File: src/rtl/pidl_pkg.sv
// Shared types, constants and word conversion helpers for the positional list.
package pidl_pkg;

  localparam int CAPACITY  = 32;
  localparam int WORD_BITS = 32;

  // Fixed field widths of the request and response channels
  localparam int ACTION_W = 2;
  localparam int POS_W    = 6;
  localparam int DATA_W   = 32;
  localparam int ENTRY_W  = 5;
  localparam int LEN_W    = 6;

  // Internal widths derived from the capacity
  localparam int CNT_W = $clog2(CAPACITY + 1);
  localparam int IDX_W = $clog2(CAPACITY);
  localparam int CMP_W = (POS_W > CNT_W) ? POS_W : CNT_W;

  typedef enum logic [ACTION_W-1:0] {
    ACT_INSERT   = 2'd0,
    ACT_DELETE   = 2'd1,
    ACT_TRAVERSE = 2'd2,
    ACT_NOP      = 2'd3
  } action_t;

  typedef enum logic [1:0] {
    OUT_OK    = 2'd0,
    OUT_FULL  = 2'd1,
    OUT_RANGE = 2'd2,
    OUT_EMPTY = 2'd3
  } outcome_t;

  typedef enum logic {
    ST_IDLE,
    ST_TRAV
  } state_t;

  // Controller to datapath
  typedef struct packed {
    logic     do_insert;
    logic     do_delete;
    logic     load_res;
    logic     res_data;
    logic     res_idx;
    logic     res_last;
    outcome_t res_outcome;
    logic     idx_clr;
    logic     idx_inc;
    logic     rd_sel_idx;
  } pidl_cmd_t;

  // Datapath to controller
  typedef struct packed {
    logic full;
    logic ins_range;
    logic empty;
    logic del_range;
    logic trav_last;
  } pidl_sts_t;

  // Stored word to 32-bit output, sign-extended from the stored width
  function automatic logic [DATA_W-1:0] word_to_data(logic [WORD_BITS-1:0] w);
    logic [63:0] ext;
    ext = 64'(signed'(w));
    return ext[DATA_W-1:0];
  endfunction

  function automatic logic [WORD_BITS-1:0] data_to_word(logic [DATA_W-1:0] v);
    logic [63:0] ext;
    ext = 64'(v);
    return ext[WORD_BITS-1:0];
  endfunction

endpackage

File: src/rtl/pidl_in_if.sv
// Request channel: action, position and value with valid/ready.
interface pidl_in_if;
  logic                                  valid;
  logic                                  ready;
  logic [pidl_pkg::ACTION_W-1:0]         action;
  logic [pidl_pkg::POS_W-1:0]            position;
  logic signed [pidl_pkg::DATA_W-1:0]    value;

  modport source (output valid, action, position, value, input ready);
  modport sink   (input valid, action, position, value, output ready);
endinterface

File: src/rtl/pidl_out_if.sv
// Response channel: one result item per transfer with valid/ready.
interface pidl_out_if;
  logic                                  valid;
  logic                                  ready;
  logic signed [pidl_pkg::DATA_W-1:0]    data_word;
  logic [pidl_pkg::ENTRY_W-1:0]          entry_index;
  logic [pidl_pkg::LEN_W-1:0]            length_now;
  logic                                  last_of_run;
  logic [1:0]                            outcome;

  modport source (output valid, data_word, entry_index, length_now, last_of_run, outcome,
                  input ready);
  modport sink   (input valid, data_word, entry_index, length_now, last_of_run, outcome,
                  output ready);
endinterface

File: src/rtl/positional_insert_delete_list_core.sv
// Top level of the positional insert/delete list.
//
//   channel  dir  payload                                              transfer
//   req      in   action, position, value                              valid & ready
//   rsp      out  data_word, entry_index, length_now, last_of_run,     valid & ready
//                 outcome
//
// Insert and delete shift the cells at and above the position in parallel; these and
// failed requests put their result in a single output register. A traverse clears
// its index, then reads one held entry per result through the one read port on the
// cells, holding while rsp is stalled. One request is in work at a time. A waiting
// response stalls the next request only when the output register is full and rsp.ready
// is low. Synchronous reset empties the list; cell contents are not reset.
module positional_insert_delete_list_core (
  input logic        clk,
  input logic        rst,
  pidl_in_if.sink    req,
  pidl_out_if.source rsp
);

  pidl_pkg::pidl_cmd_t cmd;
  pidl_pkg::pidl_sts_t sts;

  pidl_ctrl u_ctrl (
    .clk        (clk),
    .rst        (rst),
    .req_valid  (req.valid),
    .req_action (req.action),
    .req_ready  (req.ready),
    .rsp_valid  (rsp.valid),
    .rsp_ready  (rsp.ready),
    .sts        (sts),
    .cmd        (cmd)
  );

  pidl_dp u_dp (
    .clk         (clk),
    .rst         (rst),
    .position    (req.position),
    .value       (req.value),
    .cmd         (cmd),
    .sts         (sts),
    .data_word   (rsp.data_word),
    .entry_index (rsp.entry_index),
    .length_now  (rsp.length_now),
    .last_of_run (rsp.last_of_run),
    .outcome     (rsp.outcome)
  );

endmodule

File: src/rtl/pidl_ctrl.sv
// Controller: request decode, traverse sequencing and response valid.
module pidl_ctrl (
  input  logic                           clk,
  input  logic                           rst,
  input  logic                           req_valid,
  input  logic [pidl_pkg::ACTION_W-1:0]  req_action,
  output logic                           req_ready,
  output logic                           rsp_valid,
  input  logic                           rsp_ready,
  input  pidl_pkg::pidl_sts_t            sts,
  output pidl_pkg::pidl_cmd_t            cmd
);

  pidl_pkg::state_t state, state_next;
  logic             out_valid, out_valid_next;
  logic             can_load;
  logic             accept;
  pidl_pkg::action_t act;

  assign act       = pidl_pkg::action_t'(req_action);
  assign can_load  = !out_valid || rsp_ready;
  assign req_ready = (state == pidl_pkg::ST_IDLE) && can_load;
  assign accept    = req_valid && req_ready;
  assign rsp_valid = out_valid;

  always_ff @(posedge clk) begin
    if (rst) begin
      state     <= pidl_pkg::ST_IDLE;
      out_valid <= 1'b0;
    end else begin
      state     <= state_next;
      out_valid <= out_valid_next;
    end
  end

  always_comb begin
    state_next      = state;
    cmd             = '0;
    cmd.res_outcome = pidl_pkg::OUT_OK;
    unique case (state)
      pidl_pkg::ST_IDLE: begin
        if (accept) begin
          unique case (act)
            pidl_pkg::ACT_INSERT: begin
              cmd.load_res = 1'b1;
              cmd.res_last = 1'b1;
              if (sts.full)
                cmd.res_outcome = pidl_pkg::OUT_FULL;
              else if (sts.ins_range)
                cmd.res_outcome = pidl_pkg::OUT_RANGE;
              else
                cmd.do_insert = 1'b1;
            end
            pidl_pkg::ACT_DELETE: begin
              cmd.load_res = 1'b1;
              cmd.res_last = 1'b1;
              if (sts.empty)
                cmd.res_outcome = pidl_pkg::OUT_EMPTY;
              else if (sts.del_range)
                cmd.res_outcome = pidl_pkg::OUT_RANGE;
              else begin
                cmd.do_delete = 1'b1;
                cmd.res_data  = 1'b1;
              end
            end
            pidl_pkg::ACT_TRAVERSE: begin
              if (sts.empty) begin
                cmd.load_res    = 1'b1;
                cmd.res_last    = 1'b1;
                cmd.res_outcome = pidl_pkg::OUT_EMPTY;
              end else begin
                cmd.idx_clr = 1'b1;
                state_next  = pidl_pkg::ST_TRAV;
              end
            end
            default: ;
          endcase
        end
      end
      pidl_pkg::ST_TRAV: begin
        cmd.rd_sel_idx = 1'b1;
        if (can_load) begin
          cmd.load_res = 1'b1;
          cmd.res_data = 1'b1;
          cmd.res_idx  = 1'b1;
          cmd.res_last = sts.trav_last;
          if (sts.trav_last)
            state_next = pidl_pkg::ST_IDLE;
          else
            cmd.idx_inc = 1'b1;
        end
      end
      default: state_next = pidl_pkg::ST_IDLE;
    endcase
  end

  always_comb begin
    if (cmd.load_res)
      out_valid_next = 1'b1;
    else if (rsp_ready)
      out_valid_next = 1'b0;
    else
      out_valid_next = out_valid;
  end

endmodule

File: src/rtl/pidl_dp.sv
// Datapath: shifting entry cells, held count, traverse index and result register.
module pidl_dp (
  input  logic                              clk,
  input  logic                              rst,
  input  logic [pidl_pkg::POS_W-1:0]        position,
  input  logic [pidl_pkg::DATA_W-1:0]       value,
  input  pidl_pkg::pidl_cmd_t               cmd,
  output pidl_pkg::pidl_sts_t               sts,
  output logic [pidl_pkg::DATA_W-1:0]       data_word,
  output logic [pidl_pkg::ENTRY_W-1:0]      entry_index,
  output logic [pidl_pkg::LEN_W-1:0]        length_now,
  output logic                              last_of_run,
  output logic [1:0]                        outcome
);

  logic [pidl_pkg::WORD_BITS-1:0] cells [pidl_pkg::CAPACITY];
  logic [pidl_pkg::CNT_W-1:0]     count, count_next;
  logic [pidl_pkg::IDX_W-1:0]     idx;
  logic [pidl_pkg::IDX_W-1:0]     rd_addr;
  logic [pidl_pkg::WORD_BITS-1:0] rd_word;
  logic [pidl_pkg::WORD_BITS-1:0] in_word;
  logic [pidl_pkg::CMP_W-1:0]     pos_x, count_x;

  assign pos_x   = pidl_pkg::CMP_W'(position);
  assign count_x = pidl_pkg::CMP_W'(count);
  assign in_word = pidl_pkg::data_to_word(value);

  assign sts.full      = (count == pidl_pkg::CNT_W'(pidl_pkg::CAPACITY));
  assign sts.ins_range = (pos_x > count_x);
  assign sts.empty     = (count == '0);
  assign sts.del_range = (pos_x >= count_x);
  assign sts.trav_last = ((pidl_pkg::CNT_W'(idx) + pidl_pkg::CNT_W'(1)) == count);

  assign rd_addr = cmd.rd_sel_idx ? idx : position[pidl_pkg::IDX_W-1:0];
  assign rd_word = cells[rd_addr];

  always_comb begin
    count_next = count;
    if (cmd.do_insert)
      count_next = count + pidl_pkg::CNT_W'(1);
    else if (cmd.do_delete)
      count_next = count - pidl_pkg::CNT_W'(1);
  end

  always_ff @(posedge clk) begin
    if (rst) begin
      count <= '0;
    end else begin
      count <= count_next;
    end
  end

  // Cells at and above the position shift at once: up on insert, down on delete
  for (genvar gi = 0; gi < pidl_pkg::CAPACITY; gi++) begin : g_cell
    localparam int PREV = (gi == 0) ? 0 : gi - 1;
    localparam int NXT  = (gi == pidl_pkg::CAPACITY - 1) ? gi : gi + 1;
    logic [pidl_pkg::CMP_W-1:0] here;
    assign here = pidl_pkg::CMP_W'(gi);

    always_ff @(posedge clk) begin
      if (cmd.do_insert) begin
        if (here == pos_x)
          cells[gi] <= in_word;
        else if (here > pos_x)
          cells[gi] <= cells[PREV];
      end else if (cmd.do_delete) begin
        if (here >= pos_x)
          cells[gi] <= cells[NXT];
      end
    end
  end

  always_ff @(posedge clk) begin
    if (cmd.idx_clr)
      idx <= '0;
    else if (cmd.idx_inc)
      idx <= idx + pidl_pkg::IDX_W'(1);
  end

  always_ff @(posedge clk) begin
    if (cmd.load_res) begin
      data_word   <= cmd.res_data ? pidl_pkg::word_to_data(rd_word) : '0;
      entry_index <= cmd.res_idx ? pidl_pkg::ENTRY_W'(idx) : '0;
      length_now  <= pidl_pkg::LEN_W'(count_next);
      last_of_run <= cmd.res_last;
      outcome     <= cmd.res_outcome;
    end
  end

endmodule

File: src/flat_wrapper.sv
// flat-port wrapper written by rule: the top's interface ports become plain ports
module positional_insert_delete_list_core_flat 
  (clk, rst, req_valid, req_action, req_position, req_value, req_ready, rsp_valid, rsp_data_word, rsp_entry_index, rsp_length_now, rsp_last_of_run, rsp_outcome, rsp_ready);
  pidl_in_if req_i ();
  pidl_out_if rsp_i ();
  input logic clk;
  input logic rst;
  input wire logic [$bits(req_i.valid)-1:0] req_valid;
  input wire logic [$bits(req_i.action)-1:0] req_action;
  input wire logic [$bits(req_i.position)-1:0] req_position;
  input wire logic [$bits(req_i.value)-1:0] req_value;
  output wire logic [$bits(req_i.ready)-1:0] req_ready;
  output wire logic [$bits(rsp_i.valid)-1:0] rsp_valid;
  output wire logic [$bits(rsp_i.data_word)-1:0] rsp_data_word;
  output wire logic [$bits(rsp_i.entry_index)-1:0] rsp_entry_index;
  output wire logic [$bits(rsp_i.length_now)-1:0] rsp_length_now;
  output wire logic [$bits(rsp_i.last_of_run)-1:0] rsp_last_of_run;
  output wire logic [$bits(rsp_i.outcome)-1:0] rsp_outcome;
  input wire logic [$bits(rsp_i.ready)-1:0] rsp_ready;
  assign req_i.valid = req_valid;
  assign req_i.action = req_action;
  assign req_i.position = req_position;
  assign req_i.value = req_value;
  assign req_ready = req_i.ready;
  assign rsp_valid = rsp_i.valid;
  assign rsp_data_word = rsp_i.data_word;
  assign rsp_entry_index = rsp_i.entry_index;
  assign rsp_length_now = rsp_i.length_now;
  assign rsp_last_of_run = rsp_i.last_of_run;
  assign rsp_outcome = rsp_i.outcome;
  assign rsp_i.ready = rsp_ready;
  positional_insert_delete_list_core u_core (.clk(clk), .rst(rst), .req(req_i), .rsp(rsp_i));
endmodule
File: config.mk
export PLATFORM = sky130hd
export DESIGN_NAME = positional_insert_delete_list_core_flat
export DESIGN_NICKNAME = d
export VERILOG_FILES = /design/src/rtl/pidl_pkg.sv /design/src/rtl/pidl_in_if.sv /design/src/rtl/pidl_out_if.sv /design/src/rtl/positional_insert_delete_list_core.sv /design/src/rtl/pidl_ctrl.sv /design/src/rtl/pidl_dp.sv /design/src/flat_wrapper.sv
export SDC_FILE = /design/constraint.sdc
export NUM_CORES = 2
export LEC_CHECK = 0
export BUFFER_PORTS_ARGS = -buffer_cell sky130_fd_sc_hd__buf_4
export CELL_PAD_IN_SITES_DETAIL_PLACEMENT = 1
export CELL_PAD_IN_SITES_GLOBAL_PLACEMENT = 2
export CORE_ASPECT_RATIO = 0.6
export CORE_MARGIN = 4
export CORE_UTILIZATION = 43
export CTS_CLUSTER_DIAMETER = 120
export DETAILED_ROUTE_END_ITERATION = 8
export PLACE_DENSITY_LB_ADDON = 0.1
export REMOVE_ABC_BUFFERS = 1
export SYNTH_ARGS = -nofsm -noshare
export SYNTH_HDL_FRONTEND = slang
export SYNTH_HIERARCHICAL = 1
export SYNTH_SLANG_ARGS = --single-unit
File: constraint.sdc
create_clock -name clk -period 7.9 [get_ports clk]
set_input_delay 1.58 -clock clk [delete_from_list [all_inputs] [get_ports clk]]
set_output_delay 1.58 -clock clk [all_outputs]
set_load 0.02 [all_outputs]
; ---- Yosys cells after proc, flatten, opt, wreduce, memory -nomap -nowiden
; Memories as Yosys holds them, arrays and structs flattened. A register that Yosys moved wholly into a read port is not among the register bits.
; Index checks and enable logic that the tools add are counted.
[classes]
add_sub_neg = 4
order_cmp = 66
eq_ne = 35
n_mux = 451
bitwise = 66
n_reduce_logical = 11
[op_table]
columns = op, count
row1 = 32-bit two-way mux, 64
row2 = 1-bit two-way mux, 369
row3 = 5-bit by 6-bit == test with 1-bit output (first input constant), 16
row4 = 5-bit by 6-bit greater-or-equal comparator with 1-bit output (first input constant), 16
row5 = 5-bit by 6-bit greater-than comparator with 1-bit output (first input constant), 16
row6 = 1-bit OR, 64
row7 = 4-bit by 6-bit == test with 1-bit output (first input constant), 8
row8 = 4-bit by 6-bit greater-or-equal comparator with 1-bit output (first input constant), 8
row9 = 4-bit by 6-bit greater-than comparator with 1-bit output (first input constant), 8
row10 = 3-bit by 6-bit == test with 1-bit output (first input constant), 4
row11 = 3-bit by 6-bit greater-or-equal comparator with 1-bit output (first input constant), 4
row12 = 3-bit by 6-bit greater-than comparator with 1-bit output (first input constant), 4
row13 = 2-bit by 6-bit == test with 1-bit output (first input constant), 2
row14 = 1-bit by 6-bit greater-or-equal comparator with 1-bit output (first input constant), 2
row15 = 2-bit by 6-bit greater-or-equal comparator with 1-bit output (first input constant), 2
row16 = 1-bit by 6-bit greater-than comparator with 1-bit output (first input constant), 2
row17 = 2-bit by 6-bit greater-than comparator with 1-bit output (first input constant), 2
row18 = 6-bit logical NOT, 2
row19 = 2-bit two-way mux, 6
row20 = 4-bit two-way mux, 3
row21 = 6-bit two-way mux, 2
row22 = 3-bit case mux with 3 select lines, 1
row23 = 5-bit by 1-bit adder with 6-bit output (second input constant), 1
row24 = 6-bit by 1-bit adder with 6-bit output (second input constant), 1
row25 = 20 further kinds, 26
[totals]
ff_bits = 27
ram_bits = 1024
in_bits = 44
out_inout_bits = 48
word_cells = 642
mem_count = 1
[memory_table]
columns = memory, depth, width, read_ports, rd_ports_with_merged_regs, write_ports, line
row1 = u_core.u_dp.cells, 32, 32, 33, 1, 32, pidl_dp.sv:16  ; logic [pidl_pkg::WORD_BITS-1:0] cells [pidl_pkg::CAPACITY];

; ---- Logic depth before layout (Yosys ltp)
[logic_depth]
ltp_word = 10
mapped_depth = 20
mapped_depth_nobuf = 16

; ---- By module
; Netlist, hierarchy kept.
[by_module_without_submodules]
columns = mod, n_inst, cells_each, area_each_um2, seq_area_each_um2
row1 = pidl_dp, 1, 6119, 63394.6, 32351.0
row2 = pidl_ctrl, 1, 41, 260.2, 40.0

; ---- Worst setup path after synthesis
; Ideal clock, no wire load.
[synth_path]
path_type = input to register
start = in req_position[0]
end = mem u_core/u_dp/cells[18][0] (netlist bit) (enable)
setup_ns = 0.391
arrival_ns = 6.489
required_time_ns = 7.509
setup_slack_ns = 1.020
stages = 15
n_path_buf = 2
path_cell_list = buf_4 -> inv_1 -> ha_1 -> nor2b_1 -> o21a_1 -> o21a_1 -> o21a_1 -> o21ai_0 -> a21boi_0 -> or4_1 -> nor2_1 -> clkbuf_1 -> o21ai_1 -> a21oi_1 -> o21a_1
[synth_lines]
columns = element, line
row1 = start: declaration, flat_wrapper.sv:10  ; input wire logic [$bits(req_i.position)-1:0] req_position;
row2 = end: declaration, pidl_dp.sv:16

==> impl_metrics.env <==
export IMPL_antenna_found_initial=3
export IMPL_synth_top_cells_by_count="nand2_1 (1296), mux2i_1 (1091), edfxtp_1 (1070), o21ai_0 (654), clkbuf_1 (362)"
export IMPL_clk_pin_slew_ns=0.07
export IMPL_cts_inserted_buffers=112
export IMPL_grt_start_max_net_pins=98
export IMPL_grt_overflow_total=0
export IMPL_ys_async_sr_fraction_pct=0
export IMPL_effective_utilization_at_floorplan_pct=43.26
export IMPL_routed_via_density=6.450
export IMPL_detailroute_via_count=51530
export IMPL_post_synth_inst_count=6160
export IMPL_hold_viol=0
export IMPL_fp_dieArea_um2=154500
export IMPL_post_route_cells_drive_above_1_share_pct=11.43
export IMPL_diodes=0
export IMPL_crit_chain="buf_4, ha_1, nor2b_1, o21a_1, o21a_1, o21a_1, o21ai_0, nand3_1, or2_2, nor3_1, nand2b_1, nor4_4, nand2b_1, nor2_4, buf_4, mux2_2"
export IMPL_die_width_um=504.7
export IMPL_place_inst=7782
export IMPL_shortest_period_the_worst_path_allows_ns=5.986
export IMPL_vias_in_the_first_global_route=51960
export IMPL_drt_wl_total_um=257000
export IMPL_postCtsResizedCells=0
export IMPL_reported_leakage_power_nw=26.97
export IMPL_slew_violations=0
export IMPL_skew_ns=0.03440
export IMPL_min_delay_path_class="flop to flop"
export IMPL_max_stage_delay_ns=0.61
export IMPL_setup_repair_after_global_routing_missed_its_margin="no"
export IMPL_clock_insertion_delay_worst_skew_ns=0.77
export IMPL_synth_warning_count=6
export IMPL_count_of_routing_violations_after_the_opening_detailed_route_iteration=5680
export IMPL_drt_pass1_iter_count=6
export IMPL_crit_path_start_kind="primary input"
export IMPL_number_of_enable_flip_flop_cells_after_synthesis=1070
export IMPL_synth_sequential_area_ratio_pct=50.89
export IMPL_cts_tree="yes"
export IMPL_final_net_count=6008
export IMPL_most_frequently_used_flop_master_after_synthesis="edfxtp_1"
export IMPL_ctsHoldBuffers=0
export IMPL_synth_top_area_share_pct=50.48
export IMPL_status="finished clean"
export IMPL_io_pin_count=92
export IMPL_synthTopCellsByArea="edfxtp_1 (50%), mux2i_1 (17%), nand2_1 (7.6%)"
export IMPL_globalRouteTotalUtil_pct=32.32
export IMPL_drv_cap=0
export IMPL_die_height_um=306.0
export IMPL_max_freq_ghz=0.1671
export IMPL_cp_end_kind="flop"
export IMPL_setup_violations=0
export IMPL_worst_setup_path_type="primary input to flop"
export IMPL_postRouteAntennaNets=0
export IMPL_yosys_area_top_type="edfxtp_1"
export IMPL_number_of_distinct_library_cells_after_synthesis=64
export IMPL_fin_crit_sh_pct=75.77
export IMPL_ys_seq_elements=1083
export IMPL_area_growth_pct=10.08
export IMPL_synth_area_per_cell_um2=10.33
export IMPL_utilization_pct=47.62
export IMPL_number_of_levels_the_h_tree_was_split_into=3
export IMPL_post_cts_setup_buffers=0
export IMPL_place_congestion=0.8480
export IMPL_timing_critical_path_fanout_max=27
export IMPL_core_region_area_um2=147200
export IMPL_clock_root_buffer="clkbuf_16"
export IMPL_route_detailed_drc=0
export IMPL_dp_hpwl_um=163100
export IMPL_power_density_nw_per_um2=190.4
export IMPL_io_buffers=91
export IMPL_row_count=109
export IMPL_clock_sink_count=1083
export IMPL_worst_ep_required_time_ns=8.41
export IMPL_synthesis_area_um2=63650
export IMPL_grt_pass1_wl_um=370600
export IMPL_tightest_slew_ns=1.213
export IMPL_critPathTopFamily="simple AND/OR/NAND/NOR gates"
export IMPL_timing_slew_headroom_pct=18.96
export IMPL_ir_worst_vdd_mv=0.1538
export IMPL_post_route_worst_setup_slack_ns=1.914
export IMPL_yosys_cell_count_top_type="nand2_1"
export IMPL_ctsLongestPathBuffers=3
export IMPL_critical_path_n_buffers_inverters=2
export IMPL_timing_critical_path_arrival_ns=6.49
export IMPL_final_cell_count_no_fill=7989
export IMPL_cpMostUsedCell="o21a_1"
export IMPL_critical_path_slowest_cell="nor4_4"
export IMPL_post_place_ws_ns=1.231
export IMPL_wire_per_inst_um=32.16
-- stage by stage --
step           total power (W)  hold slack, ns  instance area, µm²   TNS, ns
4_1_cts                0.01342          0.5592               70070         0
2_1_floorplan         0.007240          0.5218               61040  -1708.60
3_3_place_gp          0.007719          0.5338               66300         0
5_1_grt                0.01376          0.5930               70070         0
3_5_place_dp          0.007755          0.5429               66300         0
6_report               0.01334          0.5636               70070         0
-- worst min-delay path, stage by stage (launching register included) --
cell	delay, ns
edfxtp_1	0.35
nand2_1	0.05
o21ai_0	0.06
-- cell families after synthesis --
| group | after synthesis | share of synthesized area (%) |
|---|---|---|
| AO/OA/AOI/OAI | 1283 | 11.47 |
| XOR/XNOR | 15 | 0.2064 |
| adder cells (fa/ha/maj) | 10 | 0.1966 |
| buffers and inverters | 593 | 4.228 |
| flip-flops | 1083 | 50.89 |
| multiplexers | 1226 | 20.71 |
| AND/OR/NAND/NOR | 1950 | 12.30 |
-- where the power goes --
part / leakage [nW] / switching, W / internal, W
logic: 15.4 / 0.000812 / 0.000407
clock network: 1.82 / 0.00249 / 0.00320
registers: 9.78 / 0.0000511 / 0.00638
-- sequential cells by signal, indices dropped and copies added (netlist names), 2 cells and up --
signal	flops
u_core/u_dp/cells	1024
u_core/u_dp/data_word	32
u_core/u_dp/count	6
u_core/u_dp/length_now	6
u_core/u_dp/entry_index	5
u_core/u_dp/idx	5
u_core/u_dp/outcome	2
-- routing by layer --
layer	up-vias	GRT usage (%)	routed length, µm
met1	26800	48.16	116700
met4	0	8.160	7006
met5	-	0	0
li1	22120	-	-
met2	2274	49.08	111900
met3	349	5.320	21360
-- final cells by class --
class                           count  area [µm²]
Fill cell                       15860       77090
Sequential cell                  1083       32390
Multi-Input combinational cell   4484       29370
Clock buffer                      139        3029
Tap cell                         1942        2430
Timing Repair Buffer              252        2029
Clock inverter                     68       735.7
Inverter                           21       78.83
-- final timing paths --
| path | end | from | slack [ns] | cells past startpoint |
|---|---|---|---|---|
| hold reg to reg | u_core/u_dp/cells[30][20]$_DFFE_PP_ | u_core/u_dp/cells[31][20]$_DFFE_PP_ | 0.56 | 2 |
| setup / recovery | u_core/u_dp/cells[0][27]$_DFFE_PP_ | req_position[1] | 1.91 | 16 |
| setup reg to reg | u_core/u_dp/cells[0][27]$_DFFE_PP_ | u_core/u_dp/count[1]$_SDFF_PP0_ | 2.39 | 16 |
| hold / removal | u_core/u_dp/cells[30][20]$_DFFE_PP_ | u_core/u_dp/cells[31][20]$_DFFE_PP_ | 0.56 | 2 |
-- cells in the final DEF (no fill, tap or decap), types with 10 or more instances in the layout --
cell type,n
a21oi_1,328
a21oi_4,12
a221oi_1,12
a221oi_2,20
a311oi_1,60
a31oi_1,32
a32o_1,32
a32oi_1,32
buf_12,11
buf_4,241
bufinv_16,15
clkbuf_1,19
clkbuf_16,116
clkinv_1,24
clkinv_2,15
dfxtp_1,12
edfxtp_1,1070
ha_1,10
inv_1,17
mux2_2,66
mux2i_1,1089
mux4_2,64
nand2_1,1279
nand2_2,17
nand3_1,232
nor2_1,311
nor2_4,33
o21ai_0,653
o21ai_1,63
o21ai_4,12
xnor2_1,10
(Power assumes the default switching activity.)
